<file path="src/rtl/json_string_escaper_defines.svh">
// Assertion macros for the JSON string escaper.
// Used by the top level; relies on clk_i and rst_ni in the including scope.
`ifndef JSON_STRING_ESCAPER_DEFINES_SVH
`define JSON_STRING_ESCAPER_DEFINES_SVH

// Same-cycle implication, checked out of reset
`define JSE_ASSERT_IMPL(label, ante, cons) \
  label: assert property (@(posedge clk_i) disable iff (!rst_ni) (ante) |-> (cons)) \
    else $error("json_string_escaper: check failed");

// Next-cycle implication, checked out of reset
`define JSE_ASSERT_NEXT(label, ante, cons) \
  label: assert property (@(posedge clk_i) disable iff (!rst_ni) (ante) |=> (cons)) \
    else $error("json_string_escaper: check failed");

`endif

</file>
<file path="src/rtl/jse_pkg.sv">
// Package for the JSON string escaper: descriptor types, character codes
// and the classify / run length / hex digit functions. No dependencies.
`timescale 1ns / 1ps

package jse_pkg;

  // Character codes
  localparam logic [7:0] ChrBslash = 8'h5C;
  localparam logic [7:0] ChrQuote  = 8'h22;
  localparam logic [7:0] ChrU      = 8'h75;
  localparam logic [7:0] ChrZero   = 8'h30;
  localparam logic [7:0] ChrOne    = 8'h31;
  localparam logic [7:0] ChrLowA   = 8'h61;
  localparam logic [7:0] CtrlLimit = 8'h20;

  // Escape kinds
  typedef enum logic [1:0] {
    KIND_PASS  = 2'd0,  // byte unchanged
    KIND_SHORT = 2'd1,  // backslash + one character
    KIND_UNI   = 2'd2   // backslash u 0 0 h h
  } jse_kind_e;

  // Run length and byte position within a run
  localparam int unsigned RunMax = 6;
  localparam int unsigned IdxW   = $clog2(RunMax);

  // One classified input byte, as queued between front and back
  typedef struct packed {
    jse_kind_e  kind;
    logic [7:0] data;    // raw byte, or escape character for KIND_SHORT
    logic       str_end;
  } jse_desc_t;

  // Queue status seen by the top level
  typedef struct packed {
    logic full;
    logic empty;
  } jse_qstat_t;

  function automatic jse_desc_t jse_classify(input logic [7:0] b, input logic str_end);
    jse_desc_t d;
    d.str_end = str_end;
    d.kind    = KIND_SHORT;
    d.data    = b;
    unique case (b)
      ChrQuote, ChrBslash: d.data = b;
      8'h08:               d.data = 8'h62;  // b
      8'h0C:               d.data = 8'h66;  // f
      8'h0A:               d.data = 8'h6E;  // n
      8'h0D:               d.data = 8'h72;  // r
      8'h09:               d.data = 8'h74;  // t
      default: begin
        d.kind = (b < CtrlLimit) ? KIND_UNI : KIND_PASS;
      end
    endcase
    return d;
  endfunction

  function automatic logic [IdxW-1:0] jse_last_idx(input jse_kind_e kind);
    logic [IdxW-1:0] r;
    unique case (kind)
      KIND_SHORT: r = IdxW'(1);
      KIND_UNI:   r = IdxW'(RunMax - 1);
      default:    r = '0;
    endcase
    return r;
  endfunction

  function automatic logic [7:0] jse_hex(input logic [3:0] n);
    logic [7:0] r;
    if (n < 4'd10) begin
      r = ChrZero + {4'd0, n};
    end else begin
      r = ChrLowA + {4'd0, n - 4'd10};
    end
    return r;
  endfunction

endpackage

</file>
<file path="src/rtl/jse_front.sv">
// Front end: accepts input beats and classifies each byte into a descriptor.
// Depends on jse_pkg.
`timescale 1ns / 1ps

module jse_front
  import jse_pkg::*;
(
  input  logic       s_tvalid_i,
  output logic       s_tready_o,
  input  logic [7:0] s_tdata_i,
  input  logic       s_tlast_i,
  input  logic       q_ready_i,
  output logic       q_push_o,
  output jse_desc_t  q_desc_o
);

  // Accept whenever the queue has room
  assign s_tready_o = q_ready_i;
  assign q_push_o   = s_tvalid_i & q_ready_i;

  // Classify the byte
  always_comb begin
    q_desc_o = jse_classify(s_tdata_i, s_tlast_i);
  end

endmodule

</file>
<file path="src/rtl/jse_queue.sv">
// Small FIFO of classified descriptors between the front and back ends.
// Depends on jse_pkg.
`timescale 1ns / 1ps

module jse_queue
  import jse_pkg::*;
#(
  parameter int unsigned Depth = 2
) (
  input  logic       clk_i,
  input  logic       rst_ni,
  input  logic       push_i,
  output logic       wr_ready_o,
  input  jse_desc_t  wr_desc_i,
  output logic       rd_valid_o,
  input  logic       pop_i,
  output jse_desc_t  rd_desc_o,
  output jse_qstat_t stat_o
);

  localparam int unsigned PtrW = (Depth > 1) ? $clog2(Depth) : 1;
  localparam int unsigned CntW = $clog2(Depth + 1);
  localparam logic [PtrW-1:0] PtrLast = PtrW'(Depth - 1);
  localparam logic [CntW-1:0] CntFull = CntW'(Depth);

  jse_desc_t       mem_q [Depth];
  logic [PtrW-1:0] wr_ptr_q, wr_ptr_d;
  logic [PtrW-1:0] rd_ptr_q, rd_ptr_d;
  logic [CntW-1:0] cnt_q, cnt_d;
  logic            do_push, do_pop;

  assign wr_ready_o   = (cnt_q != CntFull);
  assign rd_valid_o   = (cnt_q != '0);
  assign rd_desc_o    = mem_q[rd_ptr_q];
  assign stat_o.full  = ~wr_ready_o;
  assign stat_o.empty = ~rd_valid_o;

  assign do_push = push_i & wr_ready_o;
  assign do_pop  = pop_i & rd_valid_o;

  // Pointer and count update
  always_comb begin
    wr_ptr_d = wr_ptr_q;
    rd_ptr_d = rd_ptr_q;
    cnt_d    = cnt_q;
    if (do_push) begin
      wr_ptr_d = (wr_ptr_q == PtrLast) ? '0 : wr_ptr_q + PtrW'(1);
    end
    if (do_pop) begin
      rd_ptr_d = (rd_ptr_q == PtrLast) ? '0 : rd_ptr_q + PtrW'(1);
    end
    if (do_push && !do_pop) begin
      cnt_d = cnt_q + CntW'(1);
    end else if (!do_push && do_pop) begin
      cnt_d = cnt_q - CntW'(1);
    end
  end

  always_ff @(posedge clk_i or negedge rst_ni) begin
    if (!rst_ni) begin
      wr_ptr_q <= '0;
      rd_ptr_q <= '0;
      cnt_q    <= '0;
    end else begin
      wr_ptr_q <= wr_ptr_d;
      rd_ptr_q <= rd_ptr_d;
      cnt_q    <= cnt_d;
    end
  end

  // Storage, no reset
  always_ff @(posedge clk_i) begin
    if (do_push) begin
      mem_q[wr_ptr_q] <= wr_desc_i;
    end
  end

endmodule

</file>
<file path="src/rtl/jse_back.sv">
// Back end: walks each queued descriptor one output byte per beat into a
// registered output stage. Depends on jse_pkg.
`timescale 1ns / 1ps

module jse_back
  import jse_pkg::*;
(
  input  logic       clk_i,
  input  logic       rst_ni,
  input  logic       q_valid_i,
  output logic       q_pop_o,
  input  jse_desc_t  q_desc_i,
  output logic       m_tvalid_o,
  input  logic       m_tready_i,
  output logic [7:0] m_tdata_o,
  output logic       m_tlast_o,
  output logic       m_tuser_o
);

  logic [IdxW-1:0] idx_q, idx_d;
  logic            vld_q, vld_d;
  logic [7:0]      byte_q, byte_d;
  logic            last_q, last_d;
  logic            done_q, done_d;
  logic            load, at_last;
  logic [7:0]      cur_byte;

  // Output register is free or being drained
  assign load    = ~vld_q | m_tready_i;
  assign at_last = (idx_q == jse_last_idx(q_desc_i.kind));
  assign q_pop_o = load & q_valid_i & at_last;

  // Byte at the current run position
  always_comb begin
    unique case (idx_q)
      IdxW'(0): cur_byte = (q_desc_i.kind == KIND_PASS) ? q_desc_i.data : ChrBslash;
      IdxW'(1): cur_byte = (q_desc_i.kind == KIND_SHORT) ? q_desc_i.data : ChrU;
      IdxW'(2), IdxW'(3): cur_byte = ChrZero;
      IdxW'(4): cur_byte = jse_hex(q_desc_i.data[7:4]);
      IdxW'(5): cur_byte = jse_hex(q_desc_i.data[3:0]);
      default:  cur_byte = ChrZero;
    endcase
  end

  // Sequencer and output stage next values
  always_comb begin
    idx_d  = idx_q;
    vld_d  = vld_q;
    byte_d = byte_q;
    last_d = last_q;
    done_d = done_q;
    if (load) begin
      vld_d = q_valid_i;
      if (q_valid_i) begin
        byte_d = cur_byte;
        last_d = at_last;
        done_d = at_last & q_desc_i.str_end;
        idx_d  = at_last ? '0 : idx_q + IdxW'(1);
      end
    end
  end

  always_ff @(posedge clk_i or negedge rst_ni) begin
    if (!rst_ni) begin
      idx_q <= '0;
      vld_q <= 1'b0;
    end else begin
      idx_q <= idx_d;
      vld_q <= vld_d;
    end
  end

  always_ff @(posedge clk_i) begin
    byte_q <= byte_d;
    last_q <= last_d;
    done_q <= done_d;
  end

  assign m_tvalid_o = vld_q;
  assign m_tdata_o  = byte_q;
  assign m_tlast_o  = last_q;
  assign m_tuser_o  = done_q;

endmodule

</file>
<file path="src/rtl/json_string_escaper.sv">
// JSON string escaper top level: front classifier, descriptor queue, back
// serializer. Depends on jse_pkg, jse_front, jse_queue, jse_back and the defines header.
//
//   channel  dir  beat fields (tdata low bit up | tlast | tuser)
//   s_axis   in   in_byte[7:0]                  | string_end | -
//   m_axis   out  out_byte[7:0]                 | run_last   | string_done
//
// Each input byte yields 1, 2 or 6 output beats; output runs at one beat per cycle
// unless m_axis_tready_i stalls, so throughput is 1 byte/cycle for plain text and
// 1/2 or 1/6 for escapes. An accepted byte enters the queue, then the output register.
// The back end's beat counter sets the rate; the queue lets input keep flowing
// during an expansion until it fills, then s_axis_tready_o drops.
// Reset is asynchronous, active low, and empties queue and output stage.
`timescale 1ns / 1ps
`include "json_string_escaper_defines.svh"

module json_string_escaper
  import jse_pkg::*;
#(
  parameter int unsigned QueueDepth = 2
) (
  input  logic       clk_i,
  input  logic       rst_ni,
  input  logic       s_axis_tvalid_i,
  output logic       s_axis_tready_o,
  input  logic [7:0] s_axis_tdata_i,   // [7:0] in_byte
  input  logic       s_axis_tlast_i,   // string_end
  output logic       m_axis_tvalid_o,
  input  logic       m_axis_tready_i,
  output logic [7:0] m_axis_tdata_o,   // [7:0] out_byte
  output logic       m_axis_tlast_o,   // run_last
  output logic       m_axis_tuser_o    // [0] string_done
);

  logic       q_push, q_ready, q_valid, q_pop;
  jse_desc_t  wr_desc, rd_desc;
  jse_qstat_t q_stat;

  jse_front u_front (
    .s_tvalid_i (s_axis_tvalid_i),
    .s_tready_o (s_axis_tready_o),
    .s_tdata_i  (s_axis_tdata_i),
    .s_tlast_i  (s_axis_tlast_i),
    .q_ready_i  (q_ready),
    .q_push_o   (q_push),
    .q_desc_o   (wr_desc)
  );

  jse_queue #(
    .Depth (QueueDepth)
  ) u_queue (
    .clk_i      (clk_i),
    .rst_ni     (rst_ni),
    .push_i     (q_push),
    .wr_ready_o (q_ready),
    .wr_desc_i  (wr_desc),
    .rd_valid_o (q_valid),
    .pop_i      (q_pop),
    .rd_desc_o  (rd_desc),
    .stat_o     (q_stat)
  );

  jse_back u_back (
    .clk_i      (clk_i),
    .rst_ni     (rst_ni),
    .q_valid_i  (q_valid),
    .q_pop_o    (q_pop),
    .q_desc_i   (rd_desc),
    .m_tvalid_o (m_axis_tvalid_o),
    .m_tready_i (m_axis_tready_i),
    .m_tdata_o  (m_axis_tdata_o),
    .m_tlast_o  (m_axis_tlast_o),
    .m_tuser_o  (m_axis_tuser_o)
  );

  // String end only ever lands on the last beat of a run
  `JSE_ASSERT_IMPL(a_done_on_last, m_axis_tvalid_o && m_axis_tuser_o, m_axis_tlast_o)
  // Inner beats of an escape run are backslash, u, or the digits 0 and 1
  `JSE_ASSERT_IMPL(a_inner_bytes, m_axis_tvalid_o && !m_axis_tlast_o, m_axis_tdata_o == ChrBslash || m_axis_tdata_o == ChrU || m_axis_tdata_o == ChrZero || m_axis_tdata_o == ChrOne)
  // Queue status stays consistent
  `JSE_ASSERT_IMPL(a_queue_stat, 1'b1, !(q_stat.full && q_stat.empty))
  // A queued descriptor fills an empty output stage on the next cycle
  `JSE_ASSERT_NEXT(a_fall_through, q_valid && !m_axis_tvalid_o, m_axis_tvalid_o)

endmodule
</file>
<file path="config.mk">
export PLATFORM = sky130hd
export DESIGN_NAME = json_string_escaper
export DESIGN_NICKNAME = d
export VERILOG_FILES = /design/src/rtl/jse_pkg.sv /design/src/rtl/jse_front.sv /design/src/rtl/jse_queue.sv /design/src/rtl/jse_back.sv /design/src/rtl/json_string_escaper.sv
export VERILOG_INCLUDE_DIRS = /design/src /design/src/rtl
export SDC_FILE = /design/constraint.sdc
export NUM_CORES = 1
export LEC_CHECK = 0
export BUFFER_PORTS_ARGS = -buffer_cell sky130_fd_sc_hd__buf_4
export CORE_MARGIN = 5
export CORE_UTILIZATION = 30
export CTS_BUF_LIST = sky130_fd_sc_hd__clkbuf_4 sky130_fd_sc_hd__clkbuf_8 sky130_fd_sc_hd__clkbuf_16
export DETAILED_ROUTE_END_ITERATION = 8
export PLACE_DENSITY = 0.45
export SYNTH_ARGS = -nofsm -noshare
export SYNTH_HDL_FRONTEND = slang
export SYNTH_HIERARCHICAL = 1
export SYNTH_SLANG_ARGS = --single-unit
</file>
<file path="constraint.sdc">
create_clock -name clk_i -period 2.6 [get_ports clk_i]
set_input_delay 0.26 -clock clk_i [delete_from_list [all_inputs] [get_ports clk_i]]
set_output_delay 0.26 -clock clk_i [all_outputs]
set_load 0.02 [all_outputs]
</file>
; Yosys cells after proc, flatten, opt, wreduce, memory -nomap -nowiden
; Memory sizes are Yosys's and may differ from the RTL's.
; Cells that the tools add are included.
[totals]
mem_bits_rw = 22
memories = 1
word_cells = 71
regBits = 18
[mem_list]
columns = memory, words, width, read_ports, rd_clocked_by_memory_dff, wr, line_no
row1 = u_queue.mem_q, 2, 11, 1, 0, 1, jse_queue.sv:26  ; jse_desc_t mem_q [Depth];
[classes]
bitwise = 8
muxes = 16
n_addsub = 11
magnitude_cmp = 3
n_reduce_logical = 10
n_eq_ne = 14
[op_table]
columns = op, count
row1 = "equality test 8 x 4 -> 1 bit, second input constant", 5
row2 = case mux 8 bit (5 select lines), 1
row3 = two-way mux 8 bit, 4
row4 = case mux 8 bit (4 select lines), 1
row5 = "adder 7 x 4 -> 8 bit, first input constant", 2
row6 = "adder 6 x 4 -> 7 bit, first input constant", 2
row7 = "equality test 8 x 6 -> 1 bit, second input constant", 1
row8 = "equality test 8 x 7 -> 1 bit, second input constant", 1
row9 = "< comparator 4 bit, second input constant", 2
row10 = "< comparator 8 x 6 -> 1 bit, second input constant", 1
row11 = two-way mux 2 bit, 4
row12 = "subtractor 4 bit, second input constant", 2
row13 = OR reduction 7 bit, 1
row14 = bitwise AND 1 bit, 6
row15 = "equality test 3 bit, second input constant", 2
row16 = case mux 3 bit (2 select lines), 1
row17 = two-way mux 1 bit, 4
row18 = nonzero test 2 bit, 2
row19 = "adder 3 x 1 -> 3 bit, second input constant", 1
row20 = "equality test 3 x 1 -> 1 bit, second input constant", 1
row21 = equality test 3 bit, 1
row22 = logical NOT 3 bit, 1
row23 = two-way mux 3 bit, 1
row24 = "adder 1 bit, second input constant", 2
row25 = other kinds (11), 13

; Depth between registers and ports, before layout
; An unclocked memory read counts as a cell.
[logic_depth]
depth_word = 9
depth_mapped = 12

; Hierarchy
; Netlist, hierarchy kept.
[by_module_without_submodules]
columns = mod, area_each_um2, cells_each, n_inst
row1 = jse_back, 1088.5, 112, 1
row2 = jse_queue, 1014.7, 54, 1
row3 = jse_front, 185.2, 28, 1

; Worst setup path after synthesis
; No wires, ideal clock.
[synth_timing]
path_kind = register -> register
from = register u_queue.rd_ptr_q
to = register u_queue.cnt_q[1]
period_less_slack_ps = 2401
stages_incl_launch_ff = 12
path_slack_ps = 199
setup_ps = 79
arrival_ps = 2322
path_buffers = 1
t_required_ps = 2521
path_cell_list = dfrtp_1 buf_6 mux2_2 inv_1 ha_1 xor2_2 nor3_4 and2_1 nand2_4 ha_1 nor2_1 xor2_1
[synth_lines]
columns = item, line_no
row1 = "start, declared", jse_queue.sv:28  ; logic [PtrW-1:0] rd_ptr_q, rd_ptr_d;
row2 = "start signal, assigned", jse_queue.sv:66  ; rd_ptr_q <= rd_ptr_d;
row3 = "end signal, assigned", jse_queue.sv:67  ; cnt_q <= cnt_d;
row4 = "end, declared", jse_queue.sv:29  ; logic [CntW-1:0] cnt_q, cnt_d;

==> impl_metrics.env <==
export IMPL_initial_core_util_pct=31.1
export IMPL_gp_congestion=0.747
export IMPL_p_per_area_nw_per_um2=1200
export IMPL_path_clk_slew_ps=80
export IMPL_path_buf_inv=1
export IMPL_maxSlewViolCount=0
export IMPL_die_w_um=97.2
export IMPL_p_int_uw=1940
export IMPL_pwr_share_comb_pct=53.1
export IMPL_post_cts_buffers=0
export IMPL_worstPathRequired_ps=2820
export IMPL_cpMaxStageDelayCell="dfrtp_1"
export IMPL_swShare_pct=39.5
export IMPL_drtAntennaViolNets=0
export IMPL_cp_arrival_ps=2580
export IMPL_tns_ps=0
export IMPL_crit_type="register to register"
export IMPL_ir_drop_v=0.000278
export IMPL_worst_path_dominant_cell_family="simple AND/OR/NAND/NOR gates"
export IMPL_synth_cells=192
export IMPL_finalPower_uw=3220
export IMPL_switchingPower_uw=1270
export IMPL_grt_pass1_wl_um=7560
export IMPL_setup_violations_final=0
export IMPL_grt_pass1_vias=1549
export IMPL_worst_path_largest_cell_delay_ps=460
export IMPL_htreeDepth=2
export IMPL_dp_hpwl_um=3200
export IMPL_placementRows=31
export IMPL_finalHoldViolations=0
export IMPL_fmaxAchievable_ghz=0.424
export IMPL_numCtsBuffers=5
export IMPL_firstDrtPassIters=4
export IMPL_antenna_found_initial=0
export IMPL_fp_dieArea_um2=9450
export IMPL_dp_cells=313
export IMPL_whs_ps=158
export IMPL_vias_per_cell=4.65
export IMPL_fin_skew_ps=11.9
export IMPL_die_h_um=97.2
export IMPL_drt_wl_total_um=4250
export IMPL_path_cells="mux2_2 > inv_1 > ha_1 > xor2_2 > nor3_4 > and2_1 > nand2_4 > ha_1 > xor2_1 > nor2_1 > xor2_1"
export IMPL_n_antenna_cell=0
export IMPL_power_leakage_uw=0.00104
export IMPL_cts_sinks=40
export IMPL_clock_path_buffers=2
export IMPL_timing_final_crit_share_pct=90.7
export IMPL_slew_headroom_pct=63.6
export IMPL_vias=1498
export IMPL_fin_crit_ps=2360
export IMPL_route_detailed_drc=0
export IMPL_worst_pin_slew_ps=546
export IMPL_pwr_share_seq_pct=34.3
export IMPL_wl_per_cell_um=13.2
export IMPL_drt_iter0_drc=55
export IMPL_syn_to_final_growth_pct=17.1
export IMPL_rsz0062_at_grt="false"
export IMPL_synth_area_per_cell_um2=11.9
export IMPL_insertion_delay_ps=290
export IMPL_pin_count=25
export IMPL_layout_drive_gt1_share_pct=25.1
export IMPL_cts_root_buf="clkbuf_8"
export IMPL_cts_tree="done"
export IMPL_core_um2=7330
export IMPL_grt_start_max_net_pins=19
export IMPL_syn_nets=218
export IMPL_clkPwrFrac_pct=12.6
export IMPL_syn_area_um2=2280
export IMPL_cp_max_fo=5
export IMPL_cap_violations=0
export IMPL_grt_overflow=0
export IMPL_instances_no_fill=322
export IMPL_min_delay_path_class="primary input to register"
export IMPL_ys_warnings_count=6
export IMPL_nets=248
export IMPL_port_buffers=24
export IMPL_end_kind="register"
export IMPL_grt_use_total_pct=9.90
export IMPL_start_kind="register"
export IMPL_status="complete, no violations"
path summary, 6_finish.rpt:
| path | from | endpoint | slack, ps | cells past startpoint |
|---|---|---|---|---|
| worst max-delay path | u_queue/rd_ptr_q | u_queue/cnt_q[1] | 240 | 11 |
| worst min-delay path | s_axis_tlast_i | u_queue/mem_q[1][0] | 160 | 1 |
| worst max register to register | u_queue/rd_ptr_q | u_queue/cnt_q[1] | 240 | 11 |
| worst min register to register | u_queue/wr_ptr_q | u_queue/wr_ptr_q | 500 | 1 |
| max in group asynchronous | rst_ni | u_queue/wr_ptr_q | 2140 | 2 |
| min in group asynchronous | rst_ni | u_queue/rd_ptr_q | 320 | 2 |
per-layer routing:
layer	wire [um]	track usage, %
met1	2090	13.2
met2	1900	14.9
met3	172	2.66
met4	87	4.54
met5	0	0
sequential cells by signal, indices dropped and copies added (netlist names):
signal,cells
u_queue/wr_ptr_q,1
u_back/idx_q,3
u_back/m_tdata_o,8
u_back/m_tvalid_o,1
u_queue/rd_ptr_q,1
u_back/m_tuser_o,1
u_back/m_tlast_o,1
u_queue/mem_q,22
u_queue/cnt_q,2
stage by stage:
stage / util, % / instance area (um^2) / worst slack, ps
after global placement: 35.1 / 2570 / 308
after floorplan: - / 2280 / 199
after detailed placement: 35.1 / 2570 / 233
final: 36.4 / 2670 / 242
after global routing: 36.4 / 2670 / 82.1
after CTS: 36.4 / 2670 / 210
area by class of cell:
cell class                      instances  area (um^2)
Multi-Input combinational cell        131         1010
Clock inverter                          2         11.3
Fill cell                             729         4660
Timing Repair Buffer                   31          235
Clock buffer                            6         76.3
Sequential cell                        40         1160
Inverter                               13         48.8
Tap cell                               99          124
placed cells by master, fill, tap and decap left out, types with 3 or more instances in the layout:
master,n
buf_4,30
a31oi_1,3
nor4b_1,3
clkbuf_8,5
edfxtp_1,32
ha_1,13
o21ai_0,4
and2_1,5
nor3_1,3
mux2_2,11
o21ai_1,5
nand2_1,11
a21oi_1,7
nor2_1,12
inv_1,13
o22ai_1,4
xnor2_1,8
dfrtp_1,8
nand2b_1,6
nor2b_1,4
repair_timing:
action | 4_1_cts | 5_1_grt
hold buffers | 1 | 0
endpoints found under the hold margin | 8 | 0
resized for setup | 0 | 0
power groups by stage:
stage / Sequential, uW / Clock (uW) / Combinational [uW]
after floorplan: 1200 / 0 / 1180
after global placement: 1120 / 0 / 1730
after detailed placement: 1120 / 0 / 1720
after CTS: 1110 / 424 / 1730
after global routing: 1130 / 459 / 1900
final: 1100 / 405 / 1710
(Power assumes the default switching activity.)
